`src/rtl/rcbp_pkg.sv`:
```
// Package for the reference-counted buffer slot pool.
// Holds request and response types, command and status codes, and defaults.
// No dependencies.
package rcbp_pkg;

  localparam int DEF_SLOTS    = 64;
  localparam int DEF_REF_BITS = 16;

  localparam int CMD_W   = 3;
  localparam int IDX_W   = 6;
  localparam int SIZE_W  = 32;
  localparam int STAT_W  = 2;
  localparam int CAP_W   = 7;

  localparam logic [CAP_W-1:0] CAP_RESET = 7'd8;

  localparam logic [CMD_W-1:0] CMD_GET     = 3'd0;
  localparam logic [CMD_W-1:0] CMD_ADD     = 3'd1;
  localparam logic [CMD_W-1:0] CMD_DROP    = 3'd2;
  localparam logic [CMD_W-1:0] CMD_CLEANUP = 3'd3;
  localparam logic [CMD_W-1:0] CMD_QUERY   = 3'd4;

  localparam logic [STAT_W-1:0] ST_OK    = 2'd0;
  localparam logic [STAT_W-1:0] ST_FULL  = 2'd1;
  localparam logic [STAT_W-1:0] ST_RANGE = 2'd2;

  typedef struct packed {
    logic [CMD_W-1:0]  cmd;
    logic [IDX_W-1:0]  slot_index;
    logic [SIZE_W-1:0] request_size;
  } rcbp_req_t;

  typedef struct packed {
    logic [STAT_W-1:0] status;
    logic [IDX_W-1:0]  granted_slot;
    logic [SIZE_W-1:0] slot_size_out;
    logic              slot_held_out;
  } rcbp_rsp_t;

endpackage

```
`src/rtl/refcounted_buffer_slot_pool.sv`:
```
// Reference-counted buffer slot pool, top level. Depends on rcbp_pkg, rcbp_ram
// and rcbp_free_scan.
// A request is taken in the idle state; its response is registered as execution ends.
// One request is processed at a time: free-slot scan, table read, then update,
// so a new request is taken only once the block has returned to the idle state.
// Synchronous active-low reset empties the pool and restores capacity 8; no clearing pass.
module refcounted_buffer_slot_pool
  import rcbp_pkg::*;
#(
  parameter int SLOTS    = DEF_SLOTS,
  parameter int REF_BITS = DEF_REF_BITS
) (
  input  logic             clk,
  input  logic             rst_n,
  input  logic             in_valid,
  output logic             in_ready,
  input  rcbp_req_t        in_req,
  output logic             out_valid,
  input  logic             out_ready,
  output rcbp_rsp_t        out_rsp,
  input  logic             cfg_we,
  input  logic [CAP_W-1:0] cfg_wdata
);

  localparam int AW = $clog2(SLOTS);
  localparam int CW = $clog2(SLOTS + 1);

  localparam logic [1:0] S_IDLE = 2'd0;
  localparam logic [1:0] S_SCAN = 2'd1;
  localparam logic [1:0] S_READ = 2'd2;
  localparam logic [1:0] S_EXEC = 2'd3;

  localparam logic [REF_BITS-1:0] REF_MAX = {REF_BITS{1'b1}};
  localparam logic [REF_BITS-1:0] REF_ONE = REF_BITS'(1);

  function automatic logic [CW-1:0] clamp_cap(input logic [31:0] c);
    logic [CW-1:0] r;
    if (c == 32'd0) begin
      r = CW'(1);
    end else if (c > 32'(SLOTS)) begin
      r = CW'(SLOTS);
    end else begin
      r = CW'(c);
    end
    return r;
  endfunction

  logic [1:0]          state_r;
  logic [1:0]          state_nxt;
  rcbp_req_t           req_r;
  logic [CW-1:0]       used_r;
  logic [CW-1:0]       used_nxt;
  logic [CW-1:0]       soft_r;
  logic [CW-1:0]       soft_nxt;
  logic [SLOTS-1:0]    held_r;
  logic [SLOTS-1:0]    held_nxt;
  logic [SLOTS-1:0]    zero_r;
  logic [SLOTS-1:0]    zero_nxt;
  logic                out_valid_r;
  rcbp_rsp_t           rsp_r;
  rcbp_rsp_t           rsp_nxt;

  logic                scan_found;
  logic [AW-1:0]       scan_slot;
  logic [SLOTS-1:0]    idle_map;

  logic [AW-1:0]       idx_a;
  logic [AW-1:0]       slot_a;
  logic [AW-1:0]       rd_addr;
  logic [SIZE_W-1:0]   size_rd;
  logic [REF_BITS-1:0] ref_rd;
  logic                size_we;
  logic                ref_we;
  logic [REF_BITS-1:0] ref_wd;
  logic                fire;
  logic                in_range;
  logic                at_cap;
  logic                full;
  logic                reuse;
  logic                held_o;
  logic [CW:0]         soft_dbl;

  assign in_ready  = (state_r == S_IDLE);
  assign out_valid = out_valid_r;
  assign out_rsp   = rsp_r;
  assign fire      = (state_r == S_EXEC) && (!out_valid_r || out_ready);

  assign idx_a    = AW'(req_r.slot_index);
  assign slot_a   = scan_found ? scan_slot : AW'(used_r);
  assign rd_addr  = (req_r.cmd == CMD_GET) ? slot_a : idx_a;
  assign in_range = (32'(req_r.slot_index) < 32'(used_r)) &&
                    (32'(req_r.slot_index) < 32'(SLOTS));
  assign at_cap   = (used_r >= soft_r);
  assign full     = (used_r == CW'(SLOTS));
  assign soft_dbl = {soft_r, 1'b0};

  rcbp_free_scan #(
    .SLOTS(SLOTS)
  ) u_scan (
    .clk       (clk),
    .en        (state_r == S_SCAN),
    .zero_map  (zero_r),
    .used_count(used_r),
    .found     (scan_found),
    .slot      (scan_slot),
    .idle_map  (idle_map)
  );

  rcbp_ram #(
    .WIDTH(SIZE_W),
    .DEPTH(SLOTS)
  ) u_size_ram (
    .clk  (clk),
    .we   (size_we),
    .waddr(slot_a),
    .wdata(req_r.request_size),
    .re   (state_r == S_READ),
    .raddr(rd_addr),
    .rdata(size_rd)
  );

  rcbp_ram #(
    .WIDTH(REF_BITS),
    .DEPTH(SLOTS)
  ) u_ref_ram (
    .clk  (clk),
    .we   (ref_we),
    .waddr(rd_addr),
    .wdata(ref_wd),
    .re   (state_r == S_READ),
    .raddr(rd_addr),
    .rdata(ref_rd)
  );

  always_comb begin
    held_nxt = held_r;
    zero_nxt = zero_r;
    used_nxt = used_r;
    soft_nxt = soft_r;
    size_we  = 1'b0;
    ref_we   = 1'b0;
    ref_wd   = REF_ONE;
    reuse    = held_r[slot_a] && (size_rd >= req_r.request_size);
    held_o   = 1'b0;
    rsp_nxt  = '0;
    rsp_nxt.status       = ST_OK;
    rsp_nxt.granted_slot = req_r.slot_index;
    case (req_r.cmd)
      CMD_GET: begin
        if (!scan_found && full) begin
          rsp_nxt.status       = ST_FULL;
          rsp_nxt.granted_slot = '0;
        end else begin
          if (!scan_found) begin
            used_nxt = used_r + CW'(1);
            if (at_cap) begin
              soft_nxt = clamp_cap(32'(soft_dbl));
            end
          end
          ref_we           = 1'b1;
          size_we          = !(scan_found && reuse);
          held_nxt[slot_a] = 1'b1;
          zero_nxt[slot_a] = 1'b0;
          rsp_nxt.granted_slot  = IDX_W'(slot_a);
          rsp_nxt.slot_held_out = 1'b1;
          rsp_nxt.slot_size_out = (scan_found && reuse) ? size_rd : req_r.request_size;
        end
      end
      CMD_CLEANUP: begin
        held_nxt = held_r & ~idle_map;
        held_o   = held_r[idx_a] && !idle_map[idx_a];
        if (in_range) begin
          rsp_nxt.slot_held_out = held_o;
          rsp_nxt.slot_size_out = held_o ? size_rd : '0;
        end
      end
      CMD_ADD, CMD_DROP, CMD_QUERY: begin
        if (!in_range) begin
          rsp_nxt.status = ST_RANGE;
        end else begin
          if (req_r.cmd == CMD_ADD && ref_rd != REF_MAX) begin
            ref_we          = 1'b1;
            ref_wd          = ref_rd + REF_ONE;
            zero_nxt[idx_a] = 1'b0;
          end
          if (req_r.cmd == CMD_DROP && ref_rd != '0) begin
            ref_we = 1'b1;
            ref_wd = ref_rd - REF_ONE;
            if (ref_rd == REF_ONE) begin
              zero_nxt[idx_a] = 1'b1;
              if (at_cap) begin
                held_nxt[idx_a] = 1'b0;
              end
            end
          end
          held_o = held_nxt[idx_a];
          rsp_nxt.slot_held_out = held_o;
          rsp_nxt.slot_size_out = held_o ? size_rd : '0;
        end
      end
      default: begin
        rsp_nxt.status = ST_OK;
      end
    endcase
    if (!fire) begin
      size_we = 1'b0;
      ref_we  = 1'b0;
    end
  end

  always_comb begin
    state_nxt = state_r;
    case (state_r)
      S_IDLE: begin
        if (in_valid) begin
          state_nxt = S_SCAN;
        end
      end
      S_SCAN: begin
        state_nxt = S_READ;
      end
      S_READ: begin
        state_nxt = S_EXEC;
      end
      S_EXEC: begin
        if (fire) begin
          state_nxt = S_IDLE;
        end
      end
      default: begin
        state_nxt = S_IDLE;
      end
    endcase
  end

  always_ff @(posedge clk) begin
    if (!rst_n) begin
      state_r     <= S_IDLE;
      used_r      <= '0;
      soft_r      <= clamp_cap(32'(CAP_RESET));
      held_r      <= '0;
      zero_r      <= '0;
      out_valid_r <= 1'b0;
    end else begin
      state_r <= state_nxt;
      if (cfg_we) begin
        soft_r <= clamp_cap(32'(cfg_wdata));
      end else if (fire) begin
        soft_r <= soft_nxt;
      end
      if (fire) begin
        used_r      <= used_nxt;
        held_r      <= held_nxt;
        zero_r      <= zero_nxt;
        out_valid_r <= 1'b1;
      end else if (out_ready) begin
        out_valid_r <= 1'b0;
      end
    end
  end

  always_ff @(posedge clk) begin
    if (in_valid && in_ready) begin
      req_r <= in_req;
    end
    if (fire) begin
      rsp_r <= rsp_nxt;
    end
  end

endmodule

```
`src/rtl/rcbp_ram.sv`:
```
// Single-port-write, single-port-read synchronous memory with registered read data.
// Used for the slot size table and the reference count table. No dependencies.
module rcbp_ram #(
  parameter int WIDTH = 32,
  parameter int DEPTH = 64
) (
  input  logic                     clk,
  input  logic                     we,
  input  logic [$clog2(DEPTH)-1:0] waddr,
  input  logic [WIDTH-1:0]         wdata,
  input  logic                     re,
  input  logic [$clog2(DEPTH)-1:0] raddr,
  output logic [WIDTH-1:0]         rdata
);

  logic [WIDTH-1:0] mem [DEPTH];
  logic [WIDTH-1:0] rdata_r;

  always_ff @(posedge clk) begin
    if (we) begin
      mem[waddr] <= wdata;
    end
    if (re) begin
      rdata_r <= mem[raddr];
    end
  end

  assign rdata = rdata_r;

endmodule

```
`src/rtl/rcbp_free_scan.sv`:
```
// Registered search for the first used slot with zero references.
// Also registers the mask of idle used slots. Depends on nothing else.
module rcbp_free_scan #(
  parameter int SLOTS = 64
) (
  input  logic                       clk,
  input  logic                       en,
  input  logic [SLOTS-1:0]           zero_map,
  input  logic [$clog2(SLOTS+1)-1:0] used_count,
  output logic                       found,
  output logic [$clog2(SLOTS)-1:0]   slot,
  output logic [SLOTS-1:0]           idle_map
);

  localparam int AW = $clog2(SLOTS);
  localparam int CW = $clog2(SLOTS + 1);

  logic [SLOTS-1:0] idle_nxt;
  logic             found_nxt;
  logic [AW-1:0]    slot_nxt;
  logic             found_r;
  logic [AW-1:0]    slot_r;
  logic [SLOTS-1:0] idle_r;

  always_comb begin
    for (int i = 0; i < SLOTS; i++) begin
      idle_nxt[i] = zero_map[i] && (CW'(i) < used_count);
    end
    found_nxt = |idle_nxt;
    slot_nxt  = '0;
    for (int i = SLOTS - 1; i >= 0; i--) begin
      if (idle_nxt[i]) begin
        slot_nxt = AW'(i);
      end
    end
  end

  always_ff @(posedge clk) begin
    if (en) begin
      found_r <= found_nxt;
      slot_r  <= slot_nxt;
      idle_r  <= idle_nxt;
    end
  end

  assign found    = found_r;
  assign slot     = slot_r;
  assign idle_map = idle_r;

endmodule
```
`config.mk`:
```
export PLATFORM = sky130hd
export DESIGN_NAME = refcounted_buffer_slot_pool
export DESIGN_NICKNAME = d
export VERILOG_FILES = /design/src/rtl/rcbp_pkg.sv /design/src/rtl/refcounted_buffer_slot_pool.sv /design/src/rtl/rcbp_ram.sv /design/src/rtl/rcbp_free_scan.sv
export SDC_FILE = /design/constraint.sdc
export NUM_CORES = 2
export LEC_CHECK = 0
export ABC_AREA = 1
export BUFFER_PORTS_ARGS = -buffer_cell sky130_fd_sc_hd__buf_2
export CAP_MARGIN = 20
export CORE_MARGIN = 5
export CORE_UTILIZATION = 50
export DETAILED_ROUTE_END_ITERATION = 7
export HOLD_SLACK_MARGIN = 0.05
export PLACE_DENSITY = 0.76
export SLEW_MARGIN = 20
export SYNTH_ARGS = -nofsm -noshare
export SYNTH_HDL_FRONTEND = slang
export SYNTH_SLANG_ARGS = --single-unit
```
`constraint.sdc`:
```
create_clock -name clk -period 5.83 [get_ports clk]
set_input_delay 0.2915 -clock clk [delete_from_list [all_inputs] [get_ports clk]]
set_output_delay 0.2915 -clock clk [all_outputs]
set_load 0.01 [all_outputs]
```
==> reports/metrics.csv <==
metric,value,unit
outcome,"complete, no violations",
min_path_type,primary input to flop,
grt-ovfl-total,0,
port_buffers,95,
final.period_utilization,88.4,%
root_buffer,clkbuf_16,
min_period,5.15,ns
num_vias,90600,
setup_viol,0,
gp_congestion,1.00,
crit_top_cell,nand2_1,
dpl_cell_area,143000,um2
numCtsBuffers,338,
hold_viol,0,
fillers,18900,
drc_errors,0,
rows,188,
holdWs,0.111,ns
antenna_found_initial,27,
timing.critical_path.from,req_r[40],
insertion_delay,0.93,ns
grt_pass1_wl,628000,um
clock_skew,0.0908,ns
ant_nets,0,
path_class,flop to flop,
rsz0062_at_grt,no,
slowest_delay,0.73,ns
max_slew.worst_pin.slew,1.23,ns
async_flop_share,0,%
total_power,63.5,mW
max_freq,194,MHz
htreeDepth,5,
p_leak,50.0,nW
ys_types,60,
crit_end,out_rsp[27],
track_usage,31.6,%
grt_max_degree,100,
drt-pass1-iter-count,8,
wl_per_cell,33.2,um
synth-edff-count,3273,
ir_drop,334,uV
synthesis.area,132000,um2
r2r-start,req_r[40],
ios,96,
critPathSlowestCell,nor2_4,
maxSlewHeadroom,17.6,%
synth_flop_cell,edfxtp_1,
dieArea,275000,um2
fin_nets,9749,
path_clk_slew,0.06,ns
regToRegSetupSlack,0.68,ns
start_kind,flop,
drtIter0Drc,16700,
cp_data_required_time,6.47,ns
cts_tree,yes,
vias_per_cell,6.74,
dp.cells,12800,
postCtsSetupBuffers,0,
cts_max_path_buffers,4,
cts.sinks,3418,
routed_wl,446000,um
critPathMaxFanout,22,
area_growth,17.0,%
initial_core_util,50.3,%
ys_ff_latch,3418,
endpoint_kind,flop,
synth_seq_area_share,76.6,%
max_cap_violations,0,
synth_warnings,0,
register_area,101000,um2
syn_nets,9139,
drive_gt1_share,14.2,%
r2r_end,out_rsp[27],
synth_area_per_cell,14.6,um2
fin_cells,13400,
crit_chain,inv_1 -> nand2_1 -> nor2_1 -> nand2_1 -> nor2_4 -> buf_4 -> nand2_1 -> o21ai_0 -> nand2_1 -> nand4_1 -> a221oi_1 -> nand3_1 -> o2bb2ai_1 -> a221oi_1 -> o2111ai_1 -> nand2_1 -> buf_4 -> a21oi_1 -> buf_4 -> o22ai_1,
final_area,155000,um2
synth_cells,9033,
die_height,524,um
grt_pass1_vias,86300,
multi_input_area,28000,um2
r2r_cells,20,
p_per_area,411,nW/um2
coreArea,263000,um2
die_w,524,um
dp_hpwl,279000,um
cp.arrival,5.79,ns
slew_viol_final,0,
critical path: cells and delay by family (launching register included):
| family | cells | cell delay [ns] |
|---|---|---|
| DFF | 1 | 0.43 |
| and+or+nand+nor | 9 | 2.20 |
| AOI/OAI and AO/OA | 7 | 1.22 |
| buffers and inverters | 4 | 0.98 |
synth_stat cells (4+ instances only):
library cell | instances | area, um2
nand4_1 | 388 | 2430
dfxtp_1 | 145 | 2900
a31o_2 | 11 | 96.3
or2_2 | 16 | 100
a41oi_1 | 30 | 263
edfxtp_1 | 3273 | 98300
o31ai_1 | 58 | 435
nand3_1 | 71 | 355
clkbuf_1 | 449 | 1690
a22oi_1 | 1261 | 9470
a21oi_1 | 226 | 1130
nand2_1 | 1040 | 3900
a211oi_1 | 44 | 330
ha_1 | 53 | 663
nand2_2 | 4 | 25.0
o2bb2ai_1 | 6 | 52.6
xor2_1 | 11 | 96.3
a221oi_1 | 149 | 1310
o22ai_1 | 65 | 407
nor4_1 | 9 | 56.3
o2111ai_1 | 14 | 123
inv_1 | 419 | 1570
inv_2 | 15 | 56.3
o21ai_0 | 353 | 1770
nor3_1 | 161 | 806
a22o_1 | 116 | 1020
o41ai_1 | 13 | 114
a31oi_1 | 4 | 25.0
clkinv_1 | 16 | 60.1
buf_1 | 93 | 349
o211ai_1 | 14 | 105
nor2_1 | 450 | 1690
a2111o_1 | 13 | 146
flip-flops by register name, summed over array words and instances, names as in the netlist, 7 cells and up:
signal / count
held_r: 64
out_rsp: 41
req_r: 35
soft_r: 7
u_ref_ram.mem: 1024
u_ref_ram.rdata: 16
u_scan.idle_map: 64
u_size_ram.mem: 2048
u_size_ram.rdata: 32
used_r: 7
zero_r: 64
layer usage:
metal / wire, um / vias up / global-route usage, %
li1: - / 36700 / -
met1: 158000 / 44400 / 43.5
met2: 189000 / 8215 / 45.1
met3: 77400 / 1276 / 12.9
met4: 20900 / 19 / 12.5
met5: 246 / - / 0.347
how the worst min path moves through the flow:
stage               start         end  cells past startpoint
4_1_cts             rst_n   used_r[2]                      3
5_1_grt             rst_n   used_r[2]                      3
3_5_place_dp   zero_r[36]  zero_r[36]                      2
3_3_place_gp   zero_r[36]  zero_r[36]                      2
2_1_floorplan  in_req[32]    idx_a[0]                      0
6_report       in_req[20]   req_r[20]                      2
per-stage QoR:
stage / setup WS (ns) / setup TNS (ns) / utilization (%)
floorplan: -0.455 / -280.91 / -
global placement: 0.333 / 0 / 54.5
detailed placement: 0.800 / 0 / 54.5
CTS: 0.781 / 0 / 58.8
global route: 0.209 / 0 / 58.8
finish: 0.675 / 0 / 58.8
cells in the final DEF, fill, tap and decap left out, types with 66 or more instances in the layout:
| cell type | n |
|---|---|
| nor3_1 | 114 |
| edfxtp_1 | 3273 |
| a22oi_1 | 1261 |
| nand3_1 | 70 |
| a21oi_1 | 224 |
| a221oi_1 | 149 |
| buf_12 | 190 |
| buf_2 | 95 |
| clkbuf_16 | 341 |
| nor2_1 | 393 |
| clkinv_1 | 79 |
| a22o_1 | 116 |
| inv_1 | 415 |
| o21ai_0 | 353 |
| dfxtp_1 | 145 |
| nand2_1 | 1039 |
| buf_4 | 472 |
| nand4_1 | 388 |
| clkinv_2 | 66 |
cell families after synthesis:
family	Yosys count	synth area share, %
buffers and inverters	994	2.83
XOR/XNOR	11	0.0729
AO/OA/AOI/OAI	2402	12.9
AND/OR/NAND/NOR	2155	7.19
adder cells (fa/ha/maj)	53	0.502
flip-flops	3418	76.6
where the power goes:
group          internal [mW]  switching (mW)
Combinational           3.32            9.48
Clock                   12.6            9.30
Sequential              28.3           0.585
timing repair:
item / CTS / global route
endpoints found under the hold margin: 51 / 0
hold buffers: 57 / 0
resized for setup: 0 / 0
setup endpoints to repair: 0 / 0
cell type report:
class / count / area share (%)
diodes: 11 / 0.0178
flip-flops and latches: 3418 / 65.4
clock buffers: 407 / 5.69
clock inverters: 200 / 1.37
well taps: 3515 / 2.84
multi-input cells: 4621 / 18.1
inverters: 450 / 1.09
repair buffers: 814 / 5.43
Power figures use the tool's default switching activity.
